===== config.mk =====
export PLATFORM = sky130hd
export DESIGN_NAME = ccur_front
export DESIGN_NICKNAME = d
export VERILOG_FILES = /design/src/rtl/core/ccur_pkg.sv /design/src/rtl/core/ccur_front.sv
export SDC_FILE = /design/constraint.sdc
export NUM_CORES = 1
export LEC_CHECK = 0
export BUFFER_PORTS_ARGS = -buffer_cell sky130_fd_sc_hd__buf_2
export CORE_AREA = 2 2 39 41
export DETAILED_ROUTE_END_ITERATION = 7
export DIE_AREA = 0 0 41 43
export PLACE_DENSITY = 0.73
export SLEW_MARGIN = 30
export SYNTH_ARGS = -nofsm -noshare
export SYNTH_HDL_FRONTEND = slang
export SYNTH_SLANG_ARGS = --single-unit
export TNS_END_PERCENT = 30

===== constraint.sdc =====
create_clock -name vclk -period 0.8
set_input_delay 0 -clock vclk [all_inputs]
set_output_delay 0 -clock vclk [all_outputs]
set_load 0.05 [all_outputs]

===== src/rtl/core/ccur_pkg.sv =====
package ccur_pkg;

  localparam int COLUMNS = 80;
  localparam int ROWS = 45;

  localparam int ROW_W = 6;
  localparam int COL_W = 7;
  localparam int ADDR_W = $clog2(ROWS * COLUMNS);
  localparam int FILL_W = $clog2(COLUMNS);
  localparam int QDEPTH = 2;
  localparam int QPTR_W = $clog2(QDEPTH);
  localparam int QCNT_W = $clog2(QDEPTH + 1);

  localparam logic [7:0] CH_NEWLINE = 8'h0A;
  localparam logic [7:0] CH_BACKSPACE = 8'h08;
  localparam logic [7:0] CH_SPACE = 8'h20;
  localparam logic [6:0] CELL_SPACE = 7'h20;

  typedef enum logic [1:0] {
    OP_PUT   = 2'd0,
    OP_READ  = 2'd1,
    OP_CLEAR = 2'd2
  } op_e;

  typedef enum logic [2:0] {
    CMD_NOP,
    CMD_NEWLINE,
    CMD_BACKSPACE,
    CMD_PRINT,
    CMD_ECHO,
    CMD_READ,
    CMD_READ_NONE,
    CMD_CLEAR
  } cmd_e;

  typedef enum logic [1:0] {
    BK_IDLE,
    BK_FILL,
    BK_READ
  } bk_state_e;

  typedef struct packed {
    cmd_e             kind;
    logic [7:0]       ch;
    logic [ROW_W-1:0] row;
    logic [COL_W-1:0] col;
  } cmd_t;

  typedef struct packed {
    logic             echo_valid;
    logic [7:0]       echo_char;
    logic             row_redraw_valid;
    logic [ROW_W-1:0] row_to_redraw;
    logic             full_redraw;
    logic [6:0]       cell_value;
    logic [ROW_W-1:0] cursor_line;
    logic [COL_W-1:0] cursor_column;
  } res_t;

  function automatic logic [ROW_W-1:0] phys_row(input logic [ROW_W-1:0] top,
                                                input logic [ROW_W-1:0] vis);
    logic [ROW_W:0] sum;
    sum = {1'b0, top} + {1'b0, vis};
    if (sum >= (ROW_W + 1)'(ROWS)) begin
      sum = sum - (ROW_W + 1)'(ROWS);
    end
    return sum[ROW_W-1:0];
  endfunction

  function automatic logic [ADDR_W-1:0] cell_addr(input logic [ROW_W-1:0] row,
                                                  input logic [COL_W-1:0] col);
    return ADDR_W'(row) * ADDR_W'(COLUMNS) + ADDR_W'(col);
  endfunction

endpackage


===== src/rtl/core/ccur_front.sv =====
module ccur_front (
  input  logic                  in_valid_i,
  output logic                  in_ready_o,
  input  logic [1:0]            op_i,
  input  logic [7:0]            ch_i,
  input  logic [5:0]            read_row_i,
  input  logic [6:0]            read_col_i,
  input  logic                  queue_full_i,
  output logic                  push_o,
  output ccur_pkg::cmd_t        cmd_o
);
  import ccur_pkg::*;

  assign in_ready_o = !queue_full_i;
  assign push_o = in_valid_i && !queue_full_i;

  always_comb begin
    cmd_o.ch = ch_i;
    cmd_o.row = read_row_i;
    cmd_o.col = read_col_i;
    case (op_i)
      OP_PUT: begin
        if (ch_i == CH_NEWLINE) begin
          cmd_o.kind = CMD_NEWLINE;
        end else if (ch_i == CH_BACKSPACE) begin
          cmd_o.kind = CMD_BACKSPACE;
        end else if (ch_i inside {[8'h20:8'h7F]}) begin
          cmd_o.kind = CMD_PRINT;
        end else begin
          cmd_o.kind = CMD_ECHO;
        end
      end
      OP_READ: begin
        if (read_row_i < ROW_W'(ROWS) && read_col_i < COL_W'(COLUMNS)) begin
          cmd_o.kind = CMD_READ;
        end else begin
          cmd_o.kind = CMD_READ_NONE;
        end
      end
      OP_CLEAR: cmd_o.kind = CMD_CLEAR;
      default:  cmd_o.kind = CMD_NOP;
    endcase
  end

endmodule


==> impl_metrics.toml <==
[run_status]
status = "finished, violations left"
violations = "setup timing"

[floorplan]
start_util_pct = 26.40
die-area_um2 = 1763
ios = 51
die_w_um = 41
dieHeight_um = 43
row_count = 14
core_um2 = 1384

[yosys]
synth_most_common_cell = "buf_4"
yosysSeqAreaShare_pct = 0
yosysTopAreaCellShare_pct = 43.15
yosysTopAreaCell = "buf_4"
synthTopCellsByArea = "buf_4 (43%), ha_1 (14%), nor4b_4 (6.5%)"
yosysWarningCount = 0
avgSynthCellArea_um2 = 7.456
synthesis.nets = 78
syn_area_um2 = 365.4
syn_inst = 49
ys_top_cells_by_count = "buf_4 (21), inv_1 (5), ha_1 (4)"
synthDistinctLibCells = 19

[timing]
post-route-period-util_pct = 117.0
min_period_ps = 935.7
slew_viol_final = 0
hold_violations = 0
setup_ws_ps = -135.7
finalSetupViolCount = 3
worst-slew-pin-transition_ps = 274.9
fmax_mhz = 1069
worst_hold_slack_ps = 0.02195
rsz0062_at_grt = "yes"
tns_ps = -395.9
slew_headroom_pct = 81.60

[layout]
design.seq.count = 0
register_area_um2 = 0
multiInputGateArea_um2 = 291.5
drive_above_1_share_pct = 81.01
finalNonFillerCells = 95
final_util_pct = 47.02
design_area_um2 = 650.6
final_nets = 110
area.growth.synth_to_final_pct = 78.08
antenna_cells = 0
num-clock-buffers = 0
fill_cells = 132

[drt]
drt_iter0_drc = 1
wl_per_cell_um = 8.937
drt-total-wl_um = 849
vias = 397
drtAntennaViolNets = 0
remaining_drc_errors = 0
firstDrtPassIters = 2
vias_per_cell = 4.179

[grt]
gr-total-overflow = 0
grt_max_degree = 6
grt_pass1_vias = 310
gr-usage-all-layers_pct = 8.492
antenna_found_initial = 0
grt_pass1_wl_um = 1110

[place]
globalplace.congestion = 0.6416
dpl-instance-area_um2 = 566.8
place_hpwl_um = 740
place_inst = 94
port_buffers = 43

[job]
drv_cap = 0

[setup_path]
path_max_fanout = 3
cp-start-kind = "input port"
end_kind = "output port"
crit_type = "input port to output port"
required_ps = 800
cp_data_arrival_time_ps = 940

[min_path]
hold_path.class = "input port to output port"
whs_endpoint = "cmd_o[1]"
hp-start = "read_col_i[1]"
holdPathStages = 0

[power_and_ir_drop]
irDropWorstVdd_mv = 0.3070
power_leakage_nw = 0.3284
power.density_nw_per_um2 = 865.9
-- report_power, final --
| group | total [mW] | leakage [nW] | switching, mW | internal [mW] |
|---|---|---|---|---|
| combinational | 0.563 | 0.328 | 0.365 | 0.198 |
| sequential | 0 | 0 | 0 | 0 |
| clock | 0 | 0 | 0 | 0 |
| total | 0.563 | 0.328 | 0.365 | 0.198 |
-- placed cells by master, fill, tap and decap left out, drive strengths merged --
cell type,instances
nor4b,1
o221ai,2
nor2,1
or2,1
nand4,1
inv,5
ha,4
o2111ai,1
nand3,1
nand2b,1
nor3b,1
a31o,1
nor2b,2
o21ai,2
a31oi,1
nand2,2
buf,50
a22o,1
clkbuf,1
-- kinds of logic (layout without fill, tap and decap cells) --
logic type	count (synthesis)	after routing	share of synthesized area [%]
buffers and inverters	26	56	48.29
adder cells (fa/ha/maj)	4	4	13.70
AND/OR/NAND/NOR	11	11	21.58
AO/OA/AOI/OAI	8	8	16.44
-- routing by layer --
| metal | share of wire (%) | up-vias | global-route usage [%] | routed length [um] |
|---|---|---|---|---|
| li1 | - | 205 | - | - |
| met1 | 33 | 168 | 8.228 | 277 |
| met2 | 56 | 24 | 17.81 | 476 |
| met3 | 11 | 0 | 0.5236 | 95 |
| met4 | 0 | 0 | 0.6667 | 0 |
| met5 | 0 | - | 0 | 0 |
-- repair_timing --
action                     4_1_cts  5_1_grt
buffers inserted                 0        1
hold endpoints to repair         0        0
setup endpoints to repair        3        3
hold buffers                     0        0
pin swaps                        2        3
resized for setup               15        6
-- stage by stage --
step / setup slack, ps / power, mW
global route: -182.2 / 0.5955
global placement: -253.8 / 0.5029
floorplan: -11.33 / 0.4592
finish: -135.7 / 0.5634
detailed placement: -273.1 / 0.5085
CTS: -148.8 / 0.5496
-- worst max-delay path by stage --
stage / startpoint / endpoint / slack (ps) / cells past startpoint
2_1_floorplan: op_i[1] / cmd_o[22] / -10 / 5
3_3_place_gp: op_i[0] / cmd_o[22] / -250 / 6
3_5_place_dp: op_i[0] / cmd_o[22] / -270 / 7
4_1_cts: op_i[0] / cmd_o[21] / -150 / 7
5_1_grt: op_i[1] / cmd_o[22] / -180 / 7
6_report: op_i[1] / cmd_o[22] / -140 / 7
-- worst max-delay path: stages --
cell and delay (ps):
buf_8 110, inv_6 50, ha_4 130, nor3b_4 200
nand2_2 90, o221ai_4 170, buf_6 180
-- cell type report --
cell class,count,area share [%]
Timing Repair Buffer,51,47.69
Multi-Input combinational cell,23,44.81
Inverter,5,4.423
Tap cell,16,3.077
Power figures use the tool's default switching activity.
