<file path="src/rtl/core/ccur_pkg.sv">
package ccur_pkg;

  localparam int COLUMNS = 80;
  localparam int ROWS = 45;

  localparam int ROW_W = 6;
  localparam int COL_W = 7;
  localparam int ADDR_W = $clog2(ROWS * COLUMNS);
  localparam int FILL_W = $clog2(COLUMNS);
  localparam int QDEPTH = 2;
  localparam int QPTR_W = $clog2(QDEPTH);
  localparam int QCNT_W = $clog2(QDEPTH + 1);

  localparam logic [7:0] CH_NEWLINE = 8'h0A;
  localparam logic [7:0] CH_BACKSPACE = 8'h08;
  localparam logic [7:0] CH_SPACE = 8'h20;
  localparam logic [6:0] CELL_SPACE = 7'h20;

  typedef enum logic [1:0] {
    OP_PUT   = 2'd0,
    OP_READ  = 2'd1,
    OP_CLEAR = 2'd2
  } op_e;

  typedef enum logic [2:0] {
    CMD_NOP,
    CMD_NEWLINE,
    CMD_BACKSPACE,
    CMD_PRINT,
    CMD_ECHO,
    CMD_READ,
    CMD_READ_NONE,
    CMD_CLEAR
  } cmd_e;

  typedef enum logic [1:0] {
    BK_IDLE,
    BK_FILL,
    BK_READ
  } bk_state_e;

  typedef struct packed {
    cmd_e             kind;
    logic [7:0]       ch;
    logic [ROW_W-1:0] row;
    logic [COL_W-1:0] col;
  } cmd_t;

  typedef struct packed {
    logic             echo_valid;
    logic [7:0]       echo_char;
    logic             row_redraw_valid;
    logic [ROW_W-1:0] row_to_redraw;
    logic             full_redraw;
    logic [6:0]       cell_value;
    logic [ROW_W-1:0] cursor_line;
    logic [COL_W-1:0] cursor_column;
  } res_t;

  function automatic logic [ROW_W-1:0] phys_row(input logic [ROW_W-1:0] top,
                                                input logic [ROW_W-1:0] vis);
    logic [ROW_W:0] sum;
    sum = {1'b0, top} + {1'b0, vis};
    if (sum >= (ROW_W + 1)'(ROWS)) begin
      sum = sum - (ROW_W + 1)'(ROWS);
    end
    return sum[ROW_W-1:0];
  endfunction

  function automatic logic [ADDR_W-1:0] cell_addr(input logic [ROW_W-1:0] row,
                                                  input logic [COL_W-1:0] col);
    return ADDR_W'(row) * ADDR_W'(COLUMNS) + ADDR_W'(col);
  endfunction

endpackage

</file>
<file path="src/rtl/core/ccur_fifo.sv">
module ccur_fifo (
  input  logic           clk_i,
  input  logic           rst_ni,
  input  logic           push_i,
  input  ccur_pkg::cmd_t data_i,
  output logic           full_o,
  input  logic           pop_i,
  output logic           valid_o,
  output ccur_pkg::cmd_t data_o
);
  import ccur_pkg::*;

  cmd_t              entries_q [QDEPTH];
  logic [QPTR_W-1:0] wr_ptr_q, wr_ptr_d;
  logic [QPTR_W-1:0] rd_ptr_q, rd_ptr_d;
  logic [QCNT_W-1:0] cnt_q, cnt_d;
  logic              do_push, do_pop;

  assign full_o = (cnt_q == QCNT_W'(QDEPTH));
  assign valid_o = (cnt_q != '0);
  assign data_o = entries_q[rd_ptr_q];
  assign do_push = push_i && !full_o;
  assign do_pop = pop_i && valid_o;

  always_comb begin
    wr_ptr_d = wr_ptr_q;
    rd_ptr_d = rd_ptr_q;
    cnt_d = cnt_q;
    if (do_push) begin
      wr_ptr_d = (wr_ptr_q == QPTR_W'(QDEPTH - 1)) ? '0 : wr_ptr_q + 1'b1;
    end
    if (do_pop) begin
      rd_ptr_d = (rd_ptr_q == QPTR_W'(QDEPTH - 1)) ? '0 : rd_ptr_q + 1'b1;
    end
    if (do_push && !do_pop) begin
      cnt_d = cnt_q + 1'b1;
    end else if (do_pop && !do_push) begin
      cnt_d = cnt_q - 1'b1;
    end
  end

  always_ff @(posedge clk_i or negedge rst_ni) begin
    if (!rst_ni) begin
      wr_ptr_q <= '0;
      rd_ptr_q <= '0;
      cnt_q <= '0;
    end else begin
      wr_ptr_q <= wr_ptr_d;
      rd_ptr_q <= rd_ptr_d;
      cnt_q <= cnt_d;
    end
  end

  always_ff @(posedge clk_i) begin
    if (do_push) begin
      entries_q[wr_ptr_q] <= data_i;
    end
  end

endmodule

</file>
<file path="config.mk">
export PLATFORM = sky130hd
export DESIGN_NAME = ccur_fifo
export DESIGN_NICKNAME = d
export VERILOG_FILES = /design/src/rtl/core/ccur_pkg.sv /design/src/rtl/core/ccur_fifo.sv
export SDC_FILE = /design/constraint.sdc
export NUM_CORES = 1
export LEC_CHECK = 0
export ABC_AREA = 0
export BUFFER_PORTS_ARGS = -buffer_cell sky130_fd_sc_hd__buf_2
export CORE_MARGIN = 2
export CORE_UTILIZATION = 46
export DETAILED_ROUTE_END_ITERATION = 8
export PLACE_DENSITY = 0.79
export SLEW_MARGIN = 20
export SYNTH_ARGS = -nofsm -noshare
export SYNTH_HDL_FRONTEND = slang
export SYNTH_SLANG_ARGS = --single-unit
</file>
<file path="constraint.sdc">
create_clock -name clk_i -period 2.2 [get_ports clk_i]
set_clock_uncertainty 0.15 [all_clocks]
set_input_delay 0 -clock clk_i [delete_from_list [all_inputs] [get_ports clk_i]]
set_output_delay 0 -clock clk_i [all_outputs]
set_load 0.02 [all_outputs]
</file>
==> impl_metrics.ini <==
[route]
ant_nets = 0
wire_per_inst_um = 14.02
drtIter0Drc = 34
viasPerCell = 4.716
firstDrtPassIters = 4
wl_um = 3309
vias = 1113
drc_errors = 0

[grt]
grt_max_degree = 15
antenna_found_initial = 0
grt_pass1_wl_um = 5347
grt.overflow.total = 0
grt_pass1_vias = 1231
track_usage = 0.1441

[clock_network]
cts_max_level = 2
cts.sinks = 52
clk_pin_slew_ps = 80
clk_latency_ps = 280
cts_max_path_buffers = 2
root_buffer = clkbuf_8
cts_made_buffers = 5
cts_resized = 0
cts_tree = built

[cells_and_area]
fin_util = 0.6381
multiInputGateArea_um2 = 436.7
fillers = 312
syn2layout_area_growth_pct = 34.69
layout.nets = 214
antenna_cells = 0
layout-drive-gt1-share = 0.4946
seqCellArea_um2 = 1541
final_cells = 236

[synthesis]
syn_inst = 94
synth_mux_area_frac = 0.1679
synth_top_family_by_area = multiplexers
synth_seq_cells = 52
synth-adder-area-share = 0.006150
yosysWarnings = 0
ys_seq_area_frac = 0.7577
synth-simple-area-share = 0.01784
synth_compound_area_frac = 0
mappedNetlistNets = 123
syn_area_per_cell_um2 = 21.64
syn_area_um2 = 2034
synthXorXnorAreaFrac = 0.02153
synth_cell_types = 16

[timing]
setup_viol = 0
final.setup.worst_slack_ps = 509.2
hold_violations = 0
worst_slew_pin_slew_ps = 239.9
finalCriticalPeriod_ps = 1691
rsz0062_at_grt = false
fmax_mhz = 591.4
slew_viol_final = 0
fin_crit_sh = 0.7686
finalSetupTns_ps = 0
timing.slew.headroom = 0.8401

[critical_path]
endpoint_kind = flip-flop
crit_arrival_ps = 1750
crit_path_max_fanout = 4
critPathKind = flip-flop to flip-flop
startpoint_type = flip-flop
cp.required_ps = 2260

[placement]
post-place-cells = 202
pre_cts_ws_ps = 515.8
routabilityCongestion = 0.6999
io_buffer_count = 53
dp_hpwl_um = 2340

[run]
maxCapViolCount = 0

[die]
die_h_um = 70.51
core-area_um2 = 4294
die_width_um = 70.51
dieArea_um2 = 4971
pin_count = 54
rows = 24
floorplan.initialDensity = 0.4738

[power_and_ir_drop]
seqPwrFrac = 0.427
power_mw = 3.374
ir_drop_mv = 0.7713
leakage_nw = 1.132
p_per_area_nw_per_um2 = 1231
pwr-share-clk = 0.175
comb_power_share = 0.398
switching_power_mw = 1.068
swShare = 0.3166
p_int_mw = 2.306

[outcome]
outcome = finished clean

[min_path]
min_path_type = primary input to flip-flop
[Yosys cell counts, drive strengths merged]
master	n	share of area
nand2	2	0.0049
edfxtp	48	0.71
inv	2	0.0037
buf	3	0.025
xnor2	3	0.013
mux2	24	0.17
dfrtp	4	0.049
nor2	2	0.0037
and3	1	0.0031
or2	1	0.0031
ha	1	0.0061
xor2	2	0.0086
nand2b	1	0.0031
[through the flow]
| step | hold slack [ps] | instance area (µm²) |
|---|---|---|
| after floorplan | -445.6 | 2037 |
| after global placement | -346.0 | 2361 |
| after detailed placement | -339.3 | 2361 |
| after CTS | 270.2 | 2740 |
| after global routing | 282.1 | 2740 |
| final | 277.7 | 2740 |
[flip-flops by register name (all words and copies together), names as in the netlist]
register   flops
entries_q     48
cnt_q          2
rd_ptr_q       1
wr_ptr_q       1
[power by group through the flow]
stage	clock network, mW	registers, mW	logic, mW
2_1_floorplan	0	1.44	1.04
3_3_place_gp	0	1.44	1.28
3_5_place_dp	0	1.47	1.32
4_1_cts	0.606	1.44	1.37
5_1_grt	0.640	1.47	1.44
6_report	0.590	1.44	1.34
[critical path: stages (launching register included)]
cell and delay (ps):
dfrtp_1 430, nand2b_1 190, nand2_1 150, inv_1 70, ha_1 190, xor2_1 150, nor2_1 120, xor2_1 170
[cell families (layout without fill, tap and decap cells)]
kind of cell  count (synthesis)  after routing
xor+xnor                      5              5
fa+ha+maj                     1              1
buf+inv                       5             95
flops                        52             52
mux                          24             24
simple gates                  7              7
[final timing paths]
| check | startpoint | endpoint | slack [ps] | depth (start not counted) |
|---|---|---|---|---|
| min | data_i[4] | entries_q[0][4]$_DFFE_PP_ | 280 | 2 |
| max | cnt_q[0]$_DFFE_PN0P_ | cnt_q[1]$_DFFE_PN0P_ | 510 | 7 |
| max reg2reg | cnt_q[0]$_DFFE_PN0P_ | cnt_q[1]$_DFFE_PN0P_ | 510 | 7 |
| min in group asynchronous | rst_ni | cnt_q[1]$_DFFE_PN0P_ | 450 | 3 |
| max in group asynchronous | rst_ni | rd_ptr_q$_DFFE_PN0P_ | 1280 | 3 |
| min reg2reg | cnt_q[1]$_DFFE_PN0P_ | cnt_q[1]$_DFFE_PN0P_ | 380 | 1 |
[cells in the final DEF, fill, tap and decap left out]
master,count
and3_1,1
buf_2,53
buf_4,6
bufinv_16,1
clkbuf_8,5
dfrtp_1,4
dlygate4sd3_1,28
edfxtp_1,48
ha_1,1
inv_1,2
mux2_2,5
mux2_4,19
nand2_1,1
nand2_2,1
nand2b_1,1
nor2_1,1
nor2_2,1
or2_1,1
xnor2_1,3
xor2_1,2
[repair_timing]
action | in CTS | in global routing
setup endpoints to repair | 0 | 0
hold buffers | 28 | 0
endpoints found under the hold margin | 54 | 0
buffers inserted | 0 | 0
[layer usage]
layer | GRT usage | wire length [µm]
met1 | 0.1392 | 1194
met2 | 0.2736 | 1853
met3 | 0.05628 | 195
met4 | 0.05128 | 65
met5 | 0 | 0
[final cells by class]
| type | count | share of cell area |
|---|---|---|
| flip-flops and latches | 52 | 0.5626 |
| repair buffers | 87 | 0.2155 |
| multi-input cells | 37 | 0.1594 |
| clock buffers | 5 | 0.02511 |
| well taps | 52 | 0.02374 |
| clock inverters | 1 | 0.01096 |
| inverters | 2 | 0.002740 |
No activity file was read; power rests on OpenSTA's default activity.
